==> src/sv/svw_pkg.sv <==
// Package for spatial_vertex_weld: shared types and fixed widths.
// No dependencies.
package svw_pkg;
    localparam int CoordW = 32;
    localparam int TolW   = 16;
    localparam int CfgIdxW = 3;

    localparam logic [CfgIdxW-1:0] REG_MIN_X = 3'd0;
    localparam logic [CfgIdxW-1:0] REG_MAX_X = 3'd1;
    localparam logic [CfgIdxW-1:0] REG_MIN_Y = 3'd2;
    localparam logic [CfgIdxW-1:0] REG_MAX_Y = 3'd3;
    localparam logic [CfgIdxW-1:0] REG_MIN_Z = 3'd4;
    localparam logic [CfgIdxW-1:0] REG_MAX_Z = 3'd5;
    localparam logic [CfgIdxW-1:0] REG_POS_TOL = 3'd6;
    localparam logic [CfgIdxW-1:0] REG_TEX_TOL = 3'd7;

    typedef struct packed {
        logic signed [CoordW-1:0] x;
        logic signed [CoordW-1:0] y;
        logic signed [CoordW-1:0] z;
        logic signed [CoordW-1:0] u;
        logic signed [CoordW-1:0] v;
    } vert_t;

    // true when |a-b| < tol, exact at 33 bits
    function automatic logic close_enough(input logic signed [CoordW-1:0] a,
                                          input logic signed [CoordW-1:0] b,
                                          input logic [TolW-1:0] tol);
        logic signed [CoordW:0] d;
        logic [CoordW:0] m;
        begin
            d = CoordW'(0) + ({a[CoordW-1], a} - {b[CoordW-1], b});
            m = d[CoordW] ? (~d + 1'b1) : d;
            close_enough = m < {{(CoordW+1-TolW){1'b0}}, tol};
        end
    endfunction
endpackage

==> src/sv/svw_descend.sv <==
// Tree descent: one split level per cycle, axes cycling X, Z, Y.
// Depends on svw_pkg.
module svw_descend #(
    parameter int LEVELS = 9
) (
    input  logic aclk,
    input  logic aresetn,
    input  logic start,
    input  logic signed [svw_pkg::CoordW-1:0] px, py, pz,
    input  logic signed [svw_pkg::CoordW-1:0] min_x, max_x, min_y, max_y, min_z, max_z,
    output logic done,
    output logic [LEVELS-1:0] leaf
);
    import svw_pkg::*;

    logic signed [CoordW-1:0] lo_reg [3];
    logic signed [CoordW-1:0] hi_reg [3];
    logic [LEVELS-1:0] path_reg;
    logic [$clog2(LEVELS+1)-1:0] cnt_reg;
    logic [1:0] ax_reg;
    logic busy_reg, done_reg;
    logic signed [CoordW:0] sum;
    logic signed [CoordW-1:0] mid, p;
    logic [1:0] ax_next;

    always_comb begin
        sum = {lo_reg[ax_reg][CoordW-1], lo_reg[ax_reg]}
            + {hi_reg[ax_reg][CoordW-1], hi_reg[ax_reg]};
        mid = sum[CoordW:1];
        case (ax_reg)
            2'd0: p = px;
            2'd1: p = py;
            default: p = pz;
        endcase
        // X -> Z -> Y -> X
        case (ax_reg)
            2'd0: ax_next = 2'd2;
            2'd2: ax_next = 2'd1;
            default: ax_next = 2'd0;
        endcase
    end

    always_ff @(posedge aclk) begin
        if (!aresetn) begin
            busy_reg <= 1'b0;
            done_reg <= 1'b0;
        end else if (start) begin
            busy_reg <= 1'b1;
            done_reg <= 1'b0;
            cnt_reg  <= '0;
            ax_reg   <= 2'd0;
            lo_reg[0] <= min_x; hi_reg[0] <= max_x;
            lo_reg[1] <= min_y; hi_reg[1] <= max_y;
            lo_reg[2] <= min_z; hi_reg[2] <= max_z;
        end else if (busy_reg) begin
            if (p < mid) hi_reg[ax_reg] <= mid;
            else         lo_reg[ax_reg] <= mid;
            path_reg <= {path_reg[LEVELS-2:0], ~(p < mid)};
            ax_reg   <= ax_next;
            cnt_reg  <= cnt_reg + 1'b1;
            if (cnt_reg == ($clog2(LEVELS+1))'(LEVELS-1)) begin
                busy_reg <= 1'b0;
                done_reg <= 1'b1;
            end else begin
                done_reg <= 1'b0;
            end
        end else begin
            done_reg <= 1'b0;
        end
    end

    assign done = done_reg;
    assign leaf = path_reg;
endmodule

==> config.mk <==
export PLATFORM = sky130hd
export DESIGN_NAME = svw_descend
export DESIGN_NICKNAME = d
export VERILOG_FILES = /design/src/sv/svw_pkg.sv /design/src/sv/svw_descend.sv
export SDC_FILE = /design/constraint.sdc
export NUM_CORES = 1
export LEC_CHECK = 0
export BUFFER_PORTS_ARGS = -buffer_cell sky130_fd_sc_hd__buf_2
export CAP_MARGIN = 30
export CORE_AREA = 2 2 176 178
export DETAILED_ROUTE_END_ITERATION = 12
export DIE_AREA = 0 0 178 180
export MAX_ROUTING_LAYER = met4
export PLACE_DENSITY = 0.74
export SLEW_MARGIN = 20
export SYNTH_ARGS = -nofsm -noshare
export SYNTH_HDL_FRONTEND = slang
export SYNTH_SLANG_ARGS = --single-unit
==> constraint.sdc <==
create_clock -name aclk -period 9.8 [get_ports aclk]
set_input_delay 0.98 -clock aclk [delete_from_list [all_inputs] [get_ports aclk]]
set_output_delay 0.98 -clock aclk [all_outputs]
set_load 0.005 [all_outputs]
---- Word level (Yosys, flattened, before mapping) ----
Memories as Yosys holds them, arrays and structs flattened. A register that Yosys moved wholly into a read port is not among the register bits.
Index checks and enable logic that the tools add are counted.
cells by class
  reductions and logical operators ........ 7
  divide/modulo/power cells ............... 0
  bitwise logic cells ..................... 4
  $lt $le $gt $ge ......................... 1
  add/sub/neg operators ................... 2
  shift-type cells ........................ 0
  multiplexer cells ....................... 31
  eq/ne operators ......................... 3
  multipliers ............................. 0
operator list
  operator                                                                count
  32-bit two-way mux                                                      2
  32-bit case mux with 2 select lines                                     1
  32-bit OR reduction                                                     2
  32-bit by 32-bit adder with 33-bit output                               1
  32-bit < comparator                                                     1
  1-bit two-way mux                                                       19
  2-bit two-way mux                                                       7
  4-bit by 1-bit adder with 4-bit output (second input constant)          1
  4-bit equality test (second input constant)                             1
  4-bit two-way mux                                                       1
  1-bit inverter                                                          4
  2-bit case mux with 2 select lines                                      1
  3-bit AND reduction                                                     1
  3-bit OR reduction                                                      1
  2-bit by 1-bit equality test with 1-bit output (second input constant)  1
  2-bit equality test (second input constant)                             1
  2-bit zero test                                                         1
  2-bit AND reduction                                                     1
  2-bit nonzero test                                                      1
word-level totals
  input port bits ......................... 291
  memories ................................ 2
  bits in writable memories ............... 192
  latch bits .............................. 0
  ROM bits ................................ 0
  bits in registers ....................... 17
memories
  name    depth  width  rd ports  clocked after memory_dff  wr ports  line               RTL
  hi_reg  3      32     1         1                         3         svw_descend.sv:17  logic signed [CoordW-1:0] hi_reg [3];
  lo_reg  3      32     1         1                         3         svw_descend.sv:16  logic signed [CoordW-1:0] lo_reg [3];

---- Depth between registers and ports, before layout ----
Gate-level depths: netlist of run 1.
  depth in word-level cells ............... 10
  depth in mapped cells ................... 24
  gate-level depth less buffers ........... 21

---- Least setup slack after synthesis of run 1 ----
OpenSTA, ideal clock, no wires.
  kind .................................... register to register
  from .................................... reg with a tool-made name
  to ...................................... mem hi_reg[3][0], enable pin
  cell stages (with the launch flop) ...... 19
  setup time .............................. 0.468 ns
  setup slack ............................. 1.784 ns
  path buffers ............................ 3
  clock period less this slack ............ 8.016 ns
  arrival time ............................ 7.548 ns
  required time ........................... 9.332 ns
  cells stage by stage .................... dfxtp_1 buf_6 buf_1 mux4_2 ha_1 clkbuf_1 and4_1 or3b_2 a2111o_1 a21oi_4 nor2_1 xor2_1 ha_1 and3_1 a221o_1 a211oi_1 o221ai_1 mux2_2 nor3b_1
RTL lines
  what       line
  to (decl)  svw_descend.sv:17

==> out/results.tsv, run 1 <==
metric	value	unit
outcome	complete, no violations	
effective utilization at floorplan	50.46	%
Pre-Repair DR Iteration Count	5	
dominant register cell in the synthesized netlist	edfxtp_1	
proportion of power drawn by combinational gates	28.6	%
Psw	0.001155	W
portion of the post-synthesis area used by sequential elements	53.95	%
Period minus WS final	7.554	ns
All-Layer GR Usage	29.56	%
critical setup path kind	reg -> reg	
post-synth design cell area	15230	µm²
Detail Route Antenna Nets	0	
CTS H-Tree Depth	1	
number of buffers created by CTS	29	
power after layout	0.003551	W
static leakage	7.508	nW
Post-DP HPWL	32.74	mm
Remaining Overflow, GRT	0	
setup skew after layout	0.01157	ns
final weighted congestion of routability-driven global placement	0.9509	
area after detailed placement	17130	µm²
per-cell routed wire length	23.32	µm
first-pass GRT wire length	69.15	mm
die height	180	µm
CORE AREA	30190	µm²
worst setup timing slack at the placement stage	2.351	ns
post-synth net total	1663	
share of async-settable or async-resettable flops after synthesis	0	%
number of storage elements in the synthesis netlist	275	
net count of the finished layout	1941	
syn avg cell area	11.66	µm²
number of cell rows	64	
IO Count	301	
crit path setup slack, layout	2.246	ns
Resized cells post-CTS	0	
number of slew-limit violations in the final report	0	
largest cells by area after synthesis	edfxtp_1, mux4_2, o21ai_0	
count of final hold-check violations	0	
kind of path behind the tightest hold check	reg -> reg	
post-CTS repair timing setup buffer count	0	
startpoint type of the worst setup path	register	
highest layer used for signal routing	met4	
ratio of cells with drive above 1 in the final layout	29.60	%
via count of the first global-routing pass	12359	
switching power as a share of total power	32.52	%
type of destination of the critical path	register	
cells after synthesis	1307	
number of flops mapped to enable cells by yosys	271	
input/output buffers	300	
unrepaired setup endpoints after global routing	false	
number of DRC markers in iteration 0	1262	
buffers from clock root to sink, at most	3	
final routed wirelength across all metal layers	46.76	mm
Area Growth Syn to Fin	18.73	%
Worst Tran Pin Value	0.9001	ns
number of endpoints failing setup at the final stage	0	
floorplan die width	178	µm
hold buffers post-CTS	0	
Clock Latency Late Sink	0.56	ns
design internal power	0.002396	W
routed via count divided by cell count	6.087	
clock-pin slew reported for the worst setup and hold paths after clock tree synthesis	0.07	ns
total number of yosys warnings	0	
relative slew slack	39.85	%
setup total negative slack	0	ns
CTS tree	yes	
detailed-route via count	12205	
Die Outline Area	32040	µm²
count of unique library cells instantiated by Yosys	66	
total power divided by cell area	196.3	nW/µm²
cell area after layout	18090	µm²
peak fanout along the critical path	44	
largest net degree at the start of global routing	62	
share of power burned in the clock network	30.9	%
sequential cell fraction of total power	40.5	%
DRC errors left	0	
clock tree sinks	275	
Worst Path Arrival	7.78	ns
peak clock frequency supported by timing	132.4	MHz
routed wl met3	4.267	mm
share of Yosys cell area claimed by the top area cell type	53.42	%
cell at the root of the clock tree	clkbuf_16	
routed length on met2	22.76	mm
met1 wire length	17.83	mm
critical path data required time	10.02	ns
period utilization	77.08	%
Maximum Capacitance Violations	0	
initial antenna violation count	1	
final core utilization	59.91	%
worst supply voltage drop on vdd	0.1518	mV
cell taking the most area after synthesis	edfxtp_1	
[stage by stage]
step / instances / hold WS (ns)
2_1_floorplan: 1307 / 0.4521
3_3_place_gp: 1947 / 0.4449
3_5_place_dp: 1948 / 0.4344
4_1_cts: 2002 / 0.4566
5_1_grt: 2005 / 0.4778
6_report: 2005 / 0.4597
[worst max-delay path: stages (launching register included)]
cell	delay [ns]
dfxtp_4	0.92
mux4_2	0.65
fa_1	0.48
a21oi_1	0.25
o21ai_0	0.22
nand4_1	0.22
a211oi_1	0.16
o311a_1	0.38
or2_2	0.30
o211ai_1	0.68
ha_1	0.27
nand4_1	0.13
nor3_1	0.26
a41oi_1	0.20
a31oi_1	0.27
mux2_2	0.46
nand2b_2	0.21
nand2_1	0.65
buf_4	0.47
[synthesized netlist by cell type (all sizes together) (8+ instances only)]
cell	count
mux2	20
o21ai	224
a21o	19
mux4	63
a211oi	8
nor2	35
nor3	12
inv	46
a21oi	42
nand3	14
edfxtp	271
ha	64
nand2	250
xnor2	17
o31ai	8
xor2	11
buf	10
clkbuf	66
nor2b	8
mux2i	32
[final timing paths]
check	to	cells after the start	slack [ns]	start
hold / removal	leaf[4]	0	0.46	leaf[3]
hold reg to reg	leaf[4]	0	0.46	leaf[3]
setup / recovery	hi_reg[2][18]	18	2.25	register
setup reg to reg	hi_reg[2][18]	18	2.25	register
[cell families after synthesis]
| family | Yosys count | synth area share [%] |
|---|---|---|
| and+or+nand+nor | 364 | 10.29 |
| adders and majority gates | 65 | 5.388 |
| xor gates and xnor gates | 28 | 1.708 |
| muxes | 115 | 12.90 |
| DFF | 275 | 53.95 |
| AOI/OAI and AO/OA | 338 | 12.71 |
| buffers and inverters | 122 | 3.064 |
[final cells by class]
class                   instances  area, µm²
repair buffers                323       1692
fillers                      2476      12100
diodes                          1      2.502
clock inverters                22      196.4
multi-input cells             910       6569
flip-flops and latches        275       8223
inverters                      46      172.7
clock buffers                  32      737.0
well taps                     396      495.5
[placed cells by master, fill, tap and decap left out, drive strengths merged, types with 14 or more instances in the layout]
cell    count
nand3      14
clkbuf     32
buf       323
xnor2      17
clkinv     16
inv        47
o21ai     224
a21oi      42
mux2       20
mux4       63
a21o       19
edfxtp    271
mux2i      32
ha         64
nor2       35
nand2     250
[per-layer routing]
metal	up-vias	global-route usage (%)
met5	-	-
met4	0	10.62
met3	124	4.611
met2	722	48.73
met1	5928	36.98
li1	5431	-
[power by group through the flow]
stage / clock network [W] / registers [W] / logic (W)
after floorplan: 0 / 0.00144 / 0.000667
after global placement: 0 / 0.00146 / 0.000964
after detailed placement: 0 / 0.00146 / 0.000986
after CTS: 0.00110 / 0.00144 / 0.000996
after global routing: 0.00114 / 0.00144 / 0.00111
final: 0.00110 / 0.00144 / 0.00102
(Power assumes the default switching activity.)
==> run 2: changes to the inputs <==
==> constraint.sdc (replaced) <==
create_clock -name aclk -period 7.3 [get_ports aclk]
set_input_delay 0.73 -clock aclk [delete_from_list [all_inputs] [get_ports aclk]]
set_output_delay 0.73 -clock aclk [all_outputs]
set_load 0.005 [all_outputs]
==> out/results.tsv, run 2 (synthesis results as in run 1) <==
metric	value	unit
outcome	complete, no violations	
Resized cells post-CTS	0	
number of cell rows	64	
net count of the finished layout	1968	
die height	180	µm
routed wl met3	4.465	mm
effective utilization at floorplan	50.46	%
worst setup slack for register-to-register paths	0.59	ns
routed via count divided by cell count	6.013	
number of endpoints failing setup at the final stage	0	
placed instance count	1976	
Pre-Repair DR Iteration Count	5	
final weighted congestion of routability-driven global placement	0.9330	
hold buffers post-CTS	0	
cell at the root of the clock tree	clkbuf_16	
CORE AREA	30190	µm²
Area Growth Syn to Fin	20.52	%
worst supply voltage drop on vdd	0.1881	mV
post-CTS repair timing setup buffer count	0	
unrepaired setup endpoints after global routing	false	
detailed-route via count	12224	
Critical R2R Capture	lo_reg[2][10]	
number of buffers created by CTS	30	
critical path data required time	7.58	ns
static leakage	7.659	nW
All-Layer GR Usage	29.81	%
floorplan die width	178	µm
met1 wire length	18.13	mm
number of DRC markers in iteration 0	1446	
DRC errors left	0	
commonest non-fill, non-tap cells in the layout	buf_2, edfxtp_1, nand2_1	
Worst Path Arrival	6.99	ns
per-cell routed wire length	22.93	µm
highest layer used for signal routing	met4	
number of filler cells placed in the layout	2436	
setup total negative slack	0	ns
Post-DP HPWL	33.34	mm
Worst Tran Pin Value	0.8788	ns
Clock Latency Late Sink	0.57	ns
input/output buffers	300	
Period minus WS final	6.713	ns
peak clock frequency supported by timing	149.0	MHz
kind of path behind the tightest hold check	in -> reg	
number of cells traversed by the worst register-to-register path	18	
final routed wirelength across all metal layers	46.62	mm
routed length on met2	22.49	mm
setup skew after layout	0.01814	ns
CTS tree	yes	
critical setup path kind	reg -> reg	
most common cell after layout, fill and taps aside	buf_2	
final std cells w/o fill	2033	
end point of the most critical hold path	lo_reg[1][2]	
ratio of cells with drive above 1 in the final layout	30.62	%
Remaining Overflow, GRT	0	
CTS H-Tree Depth	1	
worst hold path cell count	3	
first-pass GRT wire length	69.63	mm
clock tree sinks	275	
clock-pin slew reported for the worst setup and hold paths after clock tree synthesis	0.06	ns
number of slew-limit violations in the final report	0	
startpoint type of the worst setup path	register	
relative slew slack	40.99	%
buffers from clock root to sink, at most	3	
count of final hold-check violations	0	
Detail Route Antenna Nets	0	
total power divided by cell area	265.8	nW/µm²
via count of the first global-routing pass	12359	
IO Count	301	
largest net degree at the start of global routing	63	
Maximum Capacitance Violations	0	
Die Outline Area	32040	µm²
initial antenna violation count	1	
peak fanout along the critical path	27	
period utilization	91.96	%
type of destination of the critical path	register	
beginning of the worst hold path	min_y[2]	
-- run 2: cell types whose count changed in the layout (fill, tap and decap cells not counted), moves of 2 or more --
cell	change
buf_12	+2
buf_4	+26
clkbuf_1	+5
clkbuf_8	+4
clkinv_1	-2
clkinv_2	-7
clkinv_4	-2
inv_6	+2
-- run 2: worst max path at each step --
stage / startpoint / slack, ns / cells past startpoint / to
after detailed placement: register / 0.64 / 18 / lo_reg[2][15]
after floorplan: register / 0.42 / 18 / hi_reg[3][0]
after global placement: register / 0.77 / 18 / lo_reg[2][13]
after global routing: register / 0.15 / 20 / lo_reg[2][10]
after CTS: register / 0.55 / 20 / lo_reg[2][14]
final: register / 0.59 / 18 / lo_reg[2][10]
-- run 2: through the flow --
| step | area, µm² | hold slack [ns] | setup slack, ns | power, W | utilization (%) |
|---|---|---|---|---|---|
| finish | 18360 | 0.4282 | 0.5873 | 0.004880 | 60.81 |
| global route | 18360 | 0.4381 | 0.1468 | 0.005076 | 60.81 |
| CTS | 18360 | 0.4184 | 0.5528 | 0.004859 | 60.80 |
| detailed placement | 17370 | 0.4285 | 0.6393 | 0.003361 | 57.55 |
| global placement | 17370 | 0.4377 | 0.7703 | 0.003332 | 57.55 |
| floorplan | 15240 | 0.4521 | 0.4156 | 0.002829 | - |
-- run 2: routing by layer --
metal,vias to the layer above,GRT usage [%]
li1,5498,-
met5,-,-
met4,0,9.607
met1,5890,38.69
met2,727,48.51
met3,109,4.188
-- run 2: area by class of cell --
class,count,area (µm²),share of cell area [%]
flip-flops and latches,275,8223,44.79
multi-input cells,910,6575,35.81
repair buffers,349,1907,10.39
clock buffers,42,835.8,4.553
well taps,396,495.5,2.699
inverters,46,172.7,0.9405
clock inverters,14,147.6,0.8042
diodes,1,2.502,0.01363
-- run 2: power by group --
part / internal (W) / switching, W / total [W]
Clock: 0.000874 / 0.000642 / 0.00152
Combinational: 0.000544 / 0.000897 / 0.00144
Sequential: 0.00189 / 0.0000334 / 0.00192
Total: 0.00331 / 0.00157 / 0.00488
-- run 2: critical path, cell delays in order, from the launching register on --
cell and delay, ns:
dfxtp_4 0.69, buf_4 0.31, mux4_2 0.53, ha_1 0.43
nand2_1 0.14, or3b_2 0.52, a2111o_1 0.47, a21oi_4 0.23
nor2_1 0.08, xor2_1 0.48, ha_1 0.34, and3_1 0.16
a221o_1 0.31, a211oi_1 0.26, o221ai_1 0.14, mux2_2 0.38
nand2_2 0.42, buf_4 0.36, o21ai_0 0.13
